==> src/rtl/tcmrd_pkg.sv <==
`default_nettype none

package tcmrd_pkg;

    localparam int unsigned ADDR_W     = 32;
    localparam int unsigned DATA_W     = 32;
    localparam int unsigned CFG_IDX_W  = 3;
    localparam int unsigned ITCM_OFF_W = 15;
    localparam int unsigned DTCM_OFF_W = 14;
    localparam int unsigned MAIN_OFF_W = 22;
    localparam int unsigned BOOT_OFF_W = 15;

    localparam logic [7:0]  REGION_MAIN    = 8'h02;
    localparam logic [7:0]  REGION_SHARED  = 8'h03;
    localparam logic [7:0]  REGION_IO      = 8'h04;
    localparam logic [7:0]  REGION_PALETTE = 8'h05;
    localparam logic [7:0]  REGION_VRAM    = 8'h06;
    localparam logic [7:0]  REGION_OAM     = 8'h07;
    localparam logic [7:0]  REGION_BOOT    = 8'hFF;
    localparam logic [15:0] BOOT_PAGE      = 16'hFFFF;

    typedef enum logic [CFG_IDX_W-1:0] {
        CFG_ITCM_BASE     = 3'd0,
        CFG_ITCM_HIGH     = 3'd1,
        CFG_ITCM_ACCESS   = 3'd2,
        CFG_DTCM_BASE     = 3'd3,
        CFG_DTCM_HIGH     = 3'd4,
        CFG_DTCM_ACCESS   = 3'd5,
        CFG_SHARED_MASK   = 3'd6,
        CFG_SHARED_MAPPED = 3'd7
    } cfg_idx_t;

    typedef enum logic [1:0] {
        SIZE_BYTE = 2'd0,
        SIZE_HALF = 2'd1,
        SIZE_WORD = 2'd2,
        SIZE_WIDE = 2'd3
    } size_t;

    typedef enum logic [1:0] {
        BUS_CODE   = 2'd0,
        BUS_DATA   = 2'd1,
        BUS_SYSTEM = 2'd2,
        BUS_OTHER  = 2'd3
    } bus_t;

    typedef enum logic [3:0] {
        TGT_UNMAPPED = 4'd0,
        TGT_ITCM     = 4'd1,
        TGT_DTCM     = 4'd2,
        TGT_MAIN     = 4'd3,
        TGT_SHARED   = 4'd4,
        TGT_IO       = 4'd5,
        TGT_PALETTE  = 4'd6,
        TGT_VRAM_BG0 = 4'd7,
        TGT_VRAM_BG1 = 4'd8,
        TGT_VRAM_OB0 = 4'd9,
        TGT_VRAM_OB1 = 4'd10,
        TGT_LCDC     = 4'd11,
        TGT_OAM      = 4'd12,
        TGT_BOOT     = 4'd13,
        TGT_DROP     = 4'd14
    } tgt_t;

    typedef struct packed {
        logic [ADDR_W-1:0] itcm_base;
        logic [ADDR_W-1:0] itcm_high;
        logic [1:0]        itcm_access;
        logic [ADDR_W-1:0] dtcm_base;
        logic [ADDR_W-1:0] dtcm_high;
        logic [1:0]        dtcm_access;
        logic [ADDR_W-1:0] shared_mask;
        logic              shared_mapped;
    } cfg_t;

    // aligned access leaving the first stage
    typedef struct packed {
        logic              valid;
        logic              wr;
        logic              is_byte;
        bus_t              bus;
        logic [ADDR_W-1:0] addr;
        logic [DATA_W-1:0] fwd;
    } s1_t;

    // window and region decode leaving the second stage
    typedef struct packed {
        logic                  valid;
        logic                  itcm_hit;
        logic                  dtcm_hit;
        logic [ITCM_OFF_W-1:0] itcm_off;
        logic [DTCM_OFF_W-1:0] dtcm_off;
        tgt_t                  region_tgt;
        logic [ADDR_W-1:0]     region_off;
        logic [DATA_W-1:0]     fwd;
    } s2_t;

endpackage

`default_nettype wire

==> src/rtl/tcmrd_cfg.sv <==
`default_nettype none

module tcmrd_cfg (
    input  wire logic                            clk,
    input  wire logic                            rst_n,
    input  wire logic                            cfg_wr_en,
    input  wire logic [tcmrd_pkg::CFG_IDX_W-1:0] cfg_index,
    input  wire logic [tcmrd_pkg::DATA_W-1:0]    cfg_data,
    output tcmrd_pkg::cfg_t                      cfg
);

    tcmrd_pkg::cfg_t cfg_reg;
    tcmrd_pkg::cfg_t cfg_next;

    always_comb
    begin
        cfg_next = cfg_reg;
        if (cfg_wr_en)
        begin
            unique case (tcmrd_pkg::cfg_idx_t'(cfg_index))
                tcmrd_pkg::CFG_ITCM_BASE:     cfg_next.itcm_base     = cfg_data;
                tcmrd_pkg::CFG_ITCM_HIGH:     cfg_next.itcm_high     = cfg_data;
                tcmrd_pkg::CFG_ITCM_ACCESS:   cfg_next.itcm_access   = cfg_data[1:0];
                tcmrd_pkg::CFG_DTCM_BASE:     cfg_next.dtcm_base     = cfg_data;
                tcmrd_pkg::CFG_DTCM_HIGH:     cfg_next.dtcm_high     = cfg_data;
                tcmrd_pkg::CFG_DTCM_ACCESS:   cfg_next.dtcm_access   = cfg_data[1:0];
                tcmrd_pkg::CFG_SHARED_MASK:   cfg_next.shared_mask   = cfg_data;
                tcmrd_pkg::CFG_SHARED_MAPPED: cfg_next.shared_mapped = cfg_data[0];
                default:                      cfg_next = cfg_reg;
            endcase
        end
    end

    always_ff @(posedge clk or negedge rst_n)
    begin
        if (!rst_n)
        begin
            cfg_reg <= '0;
        end
        else
        begin
            cfg_reg <= cfg_next;
        end
    end

    assign cfg = cfg_reg;

endmodule

`default_nettype wire

==> src/rtl/tcmrd_align.sv <==
`default_nettype none

module tcmrd_align (
    input  wire logic                         clk,
    input  wire logic                         rst_n,
    input  wire logic                         in_valid,
    input  wire logic                         mode,
    input  wire logic [tcmrd_pkg::ADDR_W-1:0] access_addr,
    input  wire logic [1:0]                   access_size,
    input  wire logic [1:0]                   bus_kind,
    input  wire logic [tcmrd_pkg::DATA_W-1:0] write_data,
    output tcmrd_pkg::s1_t                    s1
);

    tcmrd_pkg::s1_t s1_reg;
    tcmrd_pkg::s1_t s1_next;

    always_comb
    begin
        s1_next.valid   = in_valid;
        s1_next.wr      = mode;
        s1_next.bus     = tcmrd_pkg::bus_t'(bus_kind);
        s1_next.is_byte = 1'b0;
        unique case (tcmrd_pkg::size_t'(access_size))
            tcmrd_pkg::SIZE_BYTE:
            begin
                s1_next.is_byte = 1'b1;
                s1_next.addr    = access_addr;
                s1_next.fwd     = {24'd0, write_data[7:0]};
            end
            tcmrd_pkg::SIZE_HALF:
            begin
                s1_next.addr = {access_addr[tcmrd_pkg::ADDR_W-1:1], 1'b0};
                s1_next.fwd  = {16'd0, write_data[15:0]};
            end
            default:
            begin
                s1_next.addr = {access_addr[tcmrd_pkg::ADDR_W-1:2], 2'b00};
                s1_next.fwd  = write_data;
            end
        endcase
        if (!mode)
        begin
            s1_next.fwd = '0;
        end
    end

    always_ff @(posedge clk or negedge rst_n)
    begin
        if (!rst_n)
        begin
            s1_reg <= '0;
        end
        else
        begin
            s1_reg <= s1_next;
        end
    end

    assign s1 = s1_reg;

endmodule

`default_nettype wire

==> src/rtl/tcmrd_match.sv <==
`default_nettype none

module tcmrd_match (
    input  wire logic            clk,
    input  wire logic            rst_n,
    input  wire tcmrd_pkg::cfg_t cfg,
    input  wire tcmrd_pkg::s1_t  s1,
    output tcmrd_pkg::s2_t       s2
);

    tcmrd_pkg::s2_t s2_reg;
    tcmrd_pkg::s2_t s2_next;

    logic [1:0]                   perm;
    logic                         tcm_bus;
    logic [tcmrd_pkg::ADDR_W-1:0] itcm_diff;
    logic [tcmrd_pkg::ADDR_W-1:0] dtcm_diff;
    logic [3:0]                   vram_sel;
    logic                         drop;

    always_comb
    begin
        perm      = s1.wr ? 2'b10 : 2'b01;
        tcm_bus   = (s1.bus == tcmrd_pkg::BUS_CODE) || (s1.bus == tcmrd_pkg::BUS_DATA);
        itcm_diff = s1.addr - cfg.itcm_base;
        dtcm_diff = s1.addr - cfg.dtcm_base;
        vram_sel  = s1.addr[23:20];

        s2_next.valid    = s1.valid;
        s2_next.fwd      = s1.fwd;
        s2_next.itcm_hit = tcm_bus && ((cfg.itcm_access & perm) != 2'b00)
                           && (s1.addr >= cfg.itcm_base) && (s1.addr <= cfg.itcm_high);
        s2_next.dtcm_hit = (s1.bus == tcmrd_pkg::BUS_DATA)
                           && ((cfg.dtcm_access & perm) != 2'b00)
                           && (s1.addr >= cfg.dtcm_base) && (s1.addr <= cfg.dtcm_high);
        s2_next.itcm_off = itcm_diff[tcmrd_pkg::ITCM_OFF_W-1:0];
        s2_next.dtcm_off = dtcm_diff[tcmrd_pkg::DTCM_OFF_W-1:0];

        s2_next.region_tgt = tcmrd_pkg::TGT_UNMAPPED;
        s2_next.region_off = s1.addr;
        unique case (s1.addr[31:24])
            tcmrd_pkg::REGION_MAIN:
            begin
                s2_next.region_tgt = tcmrd_pkg::TGT_MAIN;
                s2_next.region_off = {{(tcmrd_pkg::ADDR_W-tcmrd_pkg::MAIN_OFF_W){1'b0}},
                                      s1.addr[tcmrd_pkg::MAIN_OFF_W-1:0]};
            end
            tcmrd_pkg::REGION_SHARED:
            begin
                if (cfg.shared_mapped)
                begin
                    s2_next.region_tgt = tcmrd_pkg::TGT_SHARED;
                end
                s2_next.region_off = s1.addr & cfg.shared_mask;
            end
            tcmrd_pkg::REGION_IO:      s2_next.region_tgt = tcmrd_pkg::TGT_IO;
            tcmrd_pkg::REGION_PALETTE: s2_next.region_tgt = tcmrd_pkg::TGT_PALETTE;
            tcmrd_pkg::REGION_VRAM:
            begin
                if (vram_sel[3])
                begin
                    s2_next.region_tgt = tcmrd_pkg::TGT_LCDC;
                end
                else
                begin
                    s2_next.region_tgt = tcmrd_pkg::tgt_t'(4'(tcmrd_pkg::TGT_VRAM_BG0)
                                                           + {2'b00, vram_sel[2:1]});
                end
            end
            tcmrd_pkg::REGION_OAM:     s2_next.region_tgt = tcmrd_pkg::TGT_OAM;
            tcmrd_pkg::REGION_BOOT:
            begin
                if (!s1.wr && (s1.addr[31:16] == tcmrd_pkg::BOOT_PAGE))
                begin
                    s2_next.region_tgt = tcmrd_pkg::TGT_BOOT;
                end
                s2_next.region_off = {{(tcmrd_pkg::ADDR_W-tcmrd_pkg::BOOT_OFF_W){1'b0}},
                                      s1.addr[tcmrd_pkg::BOOT_OFF_W-1:0]};
            end
            default:                   s2_next.region_tgt = tcmrd_pkg::TGT_UNMAPPED;
        endcase

        // byte stores to palette, vram and oam are discarded
        drop = s1.wr && s1.is_byte
               && ((s1.addr[31:24] == tcmrd_pkg::REGION_PALETTE)
                   || (s1.addr[31:24] == tcmrd_pkg::REGION_VRAM)
                   || (s1.addr[31:24] == tcmrd_pkg::REGION_OAM));
        if (drop)
        begin
            s2_next.region_tgt = tcmrd_pkg::TGT_DROP;
        end
        if (drop || (s2_next.region_tgt == tcmrd_pkg::TGT_UNMAPPED))
        begin
            s2_next.region_off = '0;
        end
    end

    always_ff @(posedge clk or negedge rst_n)
    begin
        if (!rst_n)
        begin
            s2_reg <= '0;
        end
        else
        begin
            s2_reg <= s2_next;
        end
    end

    assign s2 = s2_reg;

endmodule

`default_nettype wire

==> src/rtl/tcmrd_select.sv <==
`default_nettype none

module tcmrd_select (
    input  wire logic                         clk,
    input  wire logic                         rst_n,
    input  wire tcmrd_pkg::s2_t               s2,
    output logic                              done,
    output logic [3:0]                        target,
    output logic [tcmrd_pkg::ADDR_W-1:0]      target_offset,
    output logic [tcmrd_pkg::DATA_W-1:0]      forward_data
);

    logic                         done_reg;
    tcmrd_pkg::tgt_t              tgt_reg;
    tcmrd_pkg::tgt_t              tgt_next;
    logic [tcmrd_pkg::ADDR_W-1:0] off_reg;
    logic [tcmrd_pkg::ADDR_W-1:0] off_next;
    logic [tcmrd_pkg::DATA_W-1:0] fwd_reg;
    logic [tcmrd_pkg::DATA_W-1:0] fwd_next;

    always_comb
    begin
        priority if (s2.itcm_hit)
        begin
            tgt_next = tcmrd_pkg::TGT_ITCM;
            off_next = {{(tcmrd_pkg::ADDR_W-tcmrd_pkg::ITCM_OFF_W){1'b0}}, s2.itcm_off};
        end
        else if (s2.dtcm_hit)
        begin
            tgt_next = tcmrd_pkg::TGT_DTCM;
            off_next = {{(tcmrd_pkg::ADDR_W-tcmrd_pkg::DTCM_OFF_W){1'b0}}, s2.dtcm_off};
        end
        else
        begin
            tgt_next = s2.region_tgt;
            off_next = s2.region_off;
        end
        fwd_next = s2.fwd;
        if ((tgt_next == tcmrd_pkg::TGT_UNMAPPED) || (tgt_next == tcmrd_pkg::TGT_DROP))
        begin
            fwd_next = '0;
        end
    end

    always_ff @(posedge clk or negedge rst_n)
    begin
        if (!rst_n)
        begin
            done_reg <= 1'b0;
            tgt_reg  <= tcmrd_pkg::TGT_UNMAPPED;
            off_reg  <= '0;
            fwd_reg  <= '0;
        end
        else
        begin
            done_reg <= s2.valid;
            tgt_reg  <= tgt_next;
            off_reg  <= off_next;
            fwd_reg  <= fwd_next;
        end
    end

    assign done          = done_reg;
    assign target        = tgt_reg;
    assign target_offset = off_reg;
    assign forward_data  = fwd_reg;

endmodule

`default_nettype wire

==> src/rtl/tcm_and_region_address_decoder.sv <==
// The result passes the align, match and select registers in turn before done carries it.
// Throughput: one access per cycle; busy is held low, the three stages
// (align, window/region compare, select) never stall as the receiver cannot.
// Reset: rst_n clears all registers and the stage valid bits; no clearing pass.
`default_nettype none

module tcm_and_region_address_decoder (
    input  wire logic                            clk,
    input  wire logic                            rst_n,
    input  wire logic                            start,
    output logic                                 busy,
    input  wire logic                            mode,
    input  wire logic [tcmrd_pkg::ADDR_W-1:0]    access_addr,
    input  wire logic [1:0]                      access_size,
    input  wire logic [1:0]                      bus_kind,
    input  wire logic [tcmrd_pkg::DATA_W-1:0]    write_data,
    output logic                                 done,
    output logic [3:0]                           target,
    output logic [tcmrd_pkg::ADDR_W-1:0]         target_offset,
    output logic [tcmrd_pkg::DATA_W-1:0]         forward_data,
    input  wire logic                            cfg_wr_en,
    input  wire logic [tcmrd_pkg::CFG_IDX_W-1:0] cfg_index,
    input  wire logic [tcmrd_pkg::DATA_W-1:0]    cfg_data
);

    tcmrd_pkg::cfg_t cfg;
    tcmrd_pkg::s1_t  s1;
    tcmrd_pkg::s2_t  s2;

    assign busy = 1'b0;

    tcmrd_cfg u_cfg (
        .clk       (clk),
        .rst_n     (rst_n),
        .cfg_wr_en (cfg_wr_en),
        .cfg_index (cfg_index),
        .cfg_data  (cfg_data),
        .cfg       (cfg)
    );

    tcmrd_align u_align (
        .clk         (clk),
        .rst_n       (rst_n),
        .in_valid    (start && !busy),
        .mode        (mode),
        .access_addr (access_addr),
        .access_size (access_size),
        .bus_kind    (bus_kind),
        .write_data  (write_data),
        .s1          (s1)
    );

    tcmrd_match u_match (
        .clk   (clk),
        .rst_n (rst_n),
        .cfg   (cfg),
        .s1    (s1),
        .s2    (s2)
    );

    tcmrd_select u_select (
        .clk           (clk),
        .rst_n         (rst_n),
        .s2            (s2),
        .done          (done),
        .target        (target),
        .target_offset (target_offset),
        .forward_data  (forward_data)
    );

`ifndef ASSERT_OFF
    a_start_to_done: assert property (@(posedge clk) disable iff (!rst_n)
        (start && !busy) |-> ##3 done)
        else $error("transfer accepted without result three cycles later");

    a_done_from_start: assert property (@(posedge clk) disable iff (!rst_n)
        done |-> $past(start && !busy, 3))
        else $error("result without an accepted transfer");

    a_unmapped_zero: assert property (@(posedge clk) disable iff (!rst_n)
        (done && ((target == 4'(tcmrd_pkg::TGT_UNMAPPED))
                  || (target == 4'(tcmrd_pkg::TGT_DROP))))
        |-> ((target_offset == '0) && (forward_data == '0)))
        else $error("unmapped or dropped transfer carries offset or data");

    a_read_no_data: assert property (@(posedge clk) disable iff (!rst_n)
        (start && !busy && !mode) |-> ##3 (forward_data == '0))
        else $error("read forwards non-zero data");
`endif

endmodule

`default_nettype wire

==> config.mk <==
export PLATFORM = sky130hd
export DESIGN_NAME = tcm_and_region_address_decoder
export DESIGN_NICKNAME = d
export VERILOG_FILES = /design/src/rtl/tcmrd_pkg.sv /design/src/rtl/tcmrd_cfg.sv /design/src/rtl/tcmrd_align.sv /design/src/rtl/tcmrd_match.sv /design/src/rtl/tcmrd_select.sv /design/src/rtl/tcm_and_region_address_decoder.sv
export SDC_FILE = /design/constraint.sdc
export NUM_CORES = 1
export LEC_CHECK = 0
export BUFFER_PORTS_ARGS = -buffer_cell sky130_fd_sc_hd__buf_2
export CAP_MARGIN = 0
export CORE_ASPECT_RATIO = 1.4
export CORE_UTILIZATION = 53
export CTS_CLUSTER_DIAMETER = 100
export DETAILED_ROUTE_END_ITERATION = 16
export GPL_ROUTABILITY_DRIVEN = 0
export PLACE_DENSITY = 0.79
export SYNTH_ARGS = -nofsm -noshare
export SYNTH_HDL_FRONTEND = slang
export SYNTH_SLANG_ARGS = --single-unit
==> constraint.sdc <==
create_clock -name clk -period 2.16 [get_ports clk]
set_input_delay 0.324 -clock clk [delete_from_list [all_inputs] [get_ports clk]]
set_output_delay 0.324 -clock clk [all_outputs]
set_load 0.01 [all_outputs]
==> metrics.md <==
| Metric | Value |
|---|---|
| Number of global-route vias before repair | around 13k |
| Fillers | 2295 |
| Cell Int Power | approximately 14000 uW |
| Io pins | roughly 180 |
| Top delay family on crit path | compound AO/OA/AOI/OAI gates |
| Post-Route WL | about 43000 um |
| Power per cell area | about 960 nW/um2 |
| Syn Area/Cell | 11.2 um2 |
| Worst R2R End | u_match.s2[96] |
| Status | finished, violations left |
| CTS Root Cell | clkbuf_16 |
| Die area | 33100 um2 |
| Tmin final | ~2300 ps |
| Global-route usage over all layers | 0.265 |
| WS Path Type | reg -> reg |
| Count of cell types in the netlist | 63 |
| Final ANT Viol Nets | 0 |
| Failing checks | negative setup slack |
| EDFF count, synth | 0 |
| Post-Synth Simple-Gate Area | 0.117 |
| Reg power frac | 0.443 |
| Synth Flop Type | dfrtp_1 |
| Worst-case clock buffer depth | 3 |
| Final core utilization | 0.667 |
| Global-route wire length before repair | 67700 um |
| CTS Buf Count | 37 |
| Mapped Cells | about 1.5k |
| DRC | 0 |
| Slew Limit Fails | 0 |
| Core Region | between 30000 and 40000 um2 |
| Switching power | around 5700 uW |
| Synthesis-to-layout area growth | 23.1% |
| Combinational family with the most area after synthesis | simple AND/OR/NAND/NOR gates |
| Layout cells sized above 1 | 0.239 |
| YS warnings | 0 |
| Routed len/inst | 19.1 um |
| Initial drt markers | around 700 |
| RSZ-0062 raised after global routing | yes |
| Final Skew | ~18 ps |
| Async S/R FF share, synth | 1.00 |
| Drt first pass iters | 5 |
| Worst Hold End | u_align.s1[22] |
| R2R setup slack | -110 ps |
| Leakage | roughly 0.010 uW |
| Clk slew on worst S/H paths | 70 ps |
| RR Startpoint | u_align.s1[33] |
| Worst slack, placed | -187 ps |
| Worst path cell trace | buf_4 -> inv_1 -> fa_2 -> nor2b_2 -> o31a_1 -> o211ai_1 -> a31o_1 -> a311o_1 -> xnor2_1 |
| Worst EP required | between 2000 and 3000 ps |
| Antenna violations before repair | 2 |
| Initial core utilization | 0.542 |
| Total congestion overflow | 0 |
| Min-delay src | write_data[22] |
| CTS sink count | just under 400 |
| Placed insts | between 2k and 2.5k |
| Crit path capture type | flip-flop |
| Vias | 12.6k |
| Crit path buf inv count | 2 |
| Worst Tran Pin Value | approximately 520 ps |
| Hpwl dp | 29600 um |
| FP Rows | 77 |
| Layout Nets | 2071 |
| Largest register FFs | between 150 and 200 |
| CTS tree | yes |
| Final Power | 20200 uW |
| Peak Freq | approximately 440 MHz |
| Post-Syn Area | approximately 17000 um2 |
| Endpoints failing setup | 5 |
| Fin crit share | 1.05 |
| Commonest non-fill, non-tap cell in the layout | dfrtp_1 |
| Drt via density | 5.57 |
| Sw frac | 0.283 |
| Worst Path Arrival | around 2700 ps |
| Metal1 wirelength | around 16000 um |
| Met3 wire len | 2000 um |
| Die Span Y | ~220 um |
| Relative slew slack | 0.655 |
| CP startpoint kind | flip-flop |
| Die width | approximately 150 um |
| Crit-path max FO | 4 |
| Synth Area in XOR/XNOR | 0.0107 |
| Post-synthesis sequential area ratio | 0.578 |
| Comb pwr share | 0.209 |
| Clk pwr share | 0.348 |
| H-Tree Level Count | 2 |
| Class of the worst hold path | in -> reg |
| Max layer used | met4 |
| CP max stage delay | 450 ps |
| Max Cap Viol | 0 |
| Largest net degree at the start of global routing | 82 |
| Adder and majority cell fraction of the synthesized area | 0.0963 |
| Most frequent cells in the layout | 381 x dfrtp_1, 175 x buf_2, 147 x nand2_1, 146 x inv_1, 138 x o21ai_0 |
| Wire length on met2 | around 22000 um |
| FF+latch count, synth | between 300 and 400 |
| VDD IR-drop max | between 600 and 700 uV |
| Hold Crit Depth | 2 |
| Post-synthesis mux area share | 0.0532 |
| Slowest-stage cell, CP | dfrtp_1 |
| Clock Latency Late Sink | 560 ps |
| Post-route insts no fill | approximately 2.3k |
| Port Buffers | between 150 and 200 |
| Compound-gate portion of the synthesized area | 0.0985 |
| Fin. Hold Viols | 0 |
| Total negative slack | -210 ps |
| Reg2reg path depth | 9 |
| PnR worst setup slack | -108 ps |
[metrics by stage]
stage | hold WS [ps] | instance area, um2
global route | 3.80 | 21100
detailed placement | 216 | 18900
global placement | 214 | 18900
floorplan | 28.4 | 17200
CTS | 1.94 | 20800
finish | 8.80 | 21100
[how the worst max path moves through the flow]
stage | from | cells after the start | end
5_1_grt | u_align.s1[32] | 9 | u_match.s2[79]
6_report | u_align.s1[33] | 9 | u_match.s2[96]
3_3_place_gp | u_align.s1[48] | 7 | u_match.s2[98]
2_1_floorplan | u_align.s1[32] | 9 | u_match.s2[96]
3_5_place_dp | u_align.s1[48] | 7 | u_match.s2[98]
4_1_cts | u_align.s1[62] | 7 | u_match.s2[98]
[kinds of logic (layout without fill, tap and decap cells)]
kind of cell,after synthesis,after routing
DFF,397,397
buffers and inverters,200,528
AOI/OAI and AO/OA,294,294
xor gates and xnor gates,21,21
muxes,83,83
adders and majority gates,131,131
other,1,8
and+or+nand+nor,401,401
[layer usage]
layer  GRT usage  vias up
met5           0        -
met3      0.0383      167
met1       0.299     6210
met2       0.478      414
met4       0.148        0
li1            -     5792
[synth_stat cells, types with 3 or more instances]
cell	n	share of area
xnor2_1	16	0.0082
mux2i_1	17	0.0099
o21ai_0	141	0.041
mux2_2	66	0.043
a31oi_1	5	0.0018
ha_1	129	0.094
clkbuf_1	38	0.0083
dfrtp_1	397	0.58
a211oi_1	8	0.0035
o21a_1	5	0.0022
nand3_1	17	0.0050
xor2_1	5	0.0025
nand2_1	147	0.032
o21ai_1	15	0.0044
or3_1	3	0.0011
nand4_1	26	0.0095
a21o_1	20	0.0087
o211ai_1	8	0.0035
and4_1	3	0.0015
nor3_1	13	0.0038
o311ai_1	4	0.0020
nand4b_1	4	0.0020
nand2b_1	7	0.0025
inv_1	148	0.032
nor2_1	60	0.013
and2_1	37	0.013
and3_1	17	0.0062
buf_2	10	0.0029
nor4_1	6	0.0022
a21oi_1	63	0.018
nor2b_1	46	0.017
buf_4	4	0.0017
nor3b_1	3	0.0013
[cell type report]
cell class	instances	area, um2	area share
sequential	397	9950	0.471
multi-input combinational	936	6690	0.316
timing repair buffer	312	2130	0.101
clock buffer	46	1020	0.0482
inverter	148	556	0.0263
tap	395	494	0.0234
clock inverter	22	294	0.0139
antenna	2	5.00	0.000237
[what timing repair did]
item	in CTS	in global routing
hold buffers	53	1
pin swaps	5	24
resized for setup	14	44
setup endpoints to repair	7	28
setup buffers	1	18
endpoints found under the hold margin	138	1
[power by group through the flow]
stage	Combinational (uW)	Clock, uW	Sequential [uW]
2_1_floorplan	2490	0	8960
3_3_place_gp	3680	0	9020
3_5_place_dp	3870	0	9070
4_1_cts	4040	7110	8930
5_1_grt	4670	7430	9040
6_report	4220	7030	8940
(Power assumes the default switching activity.)
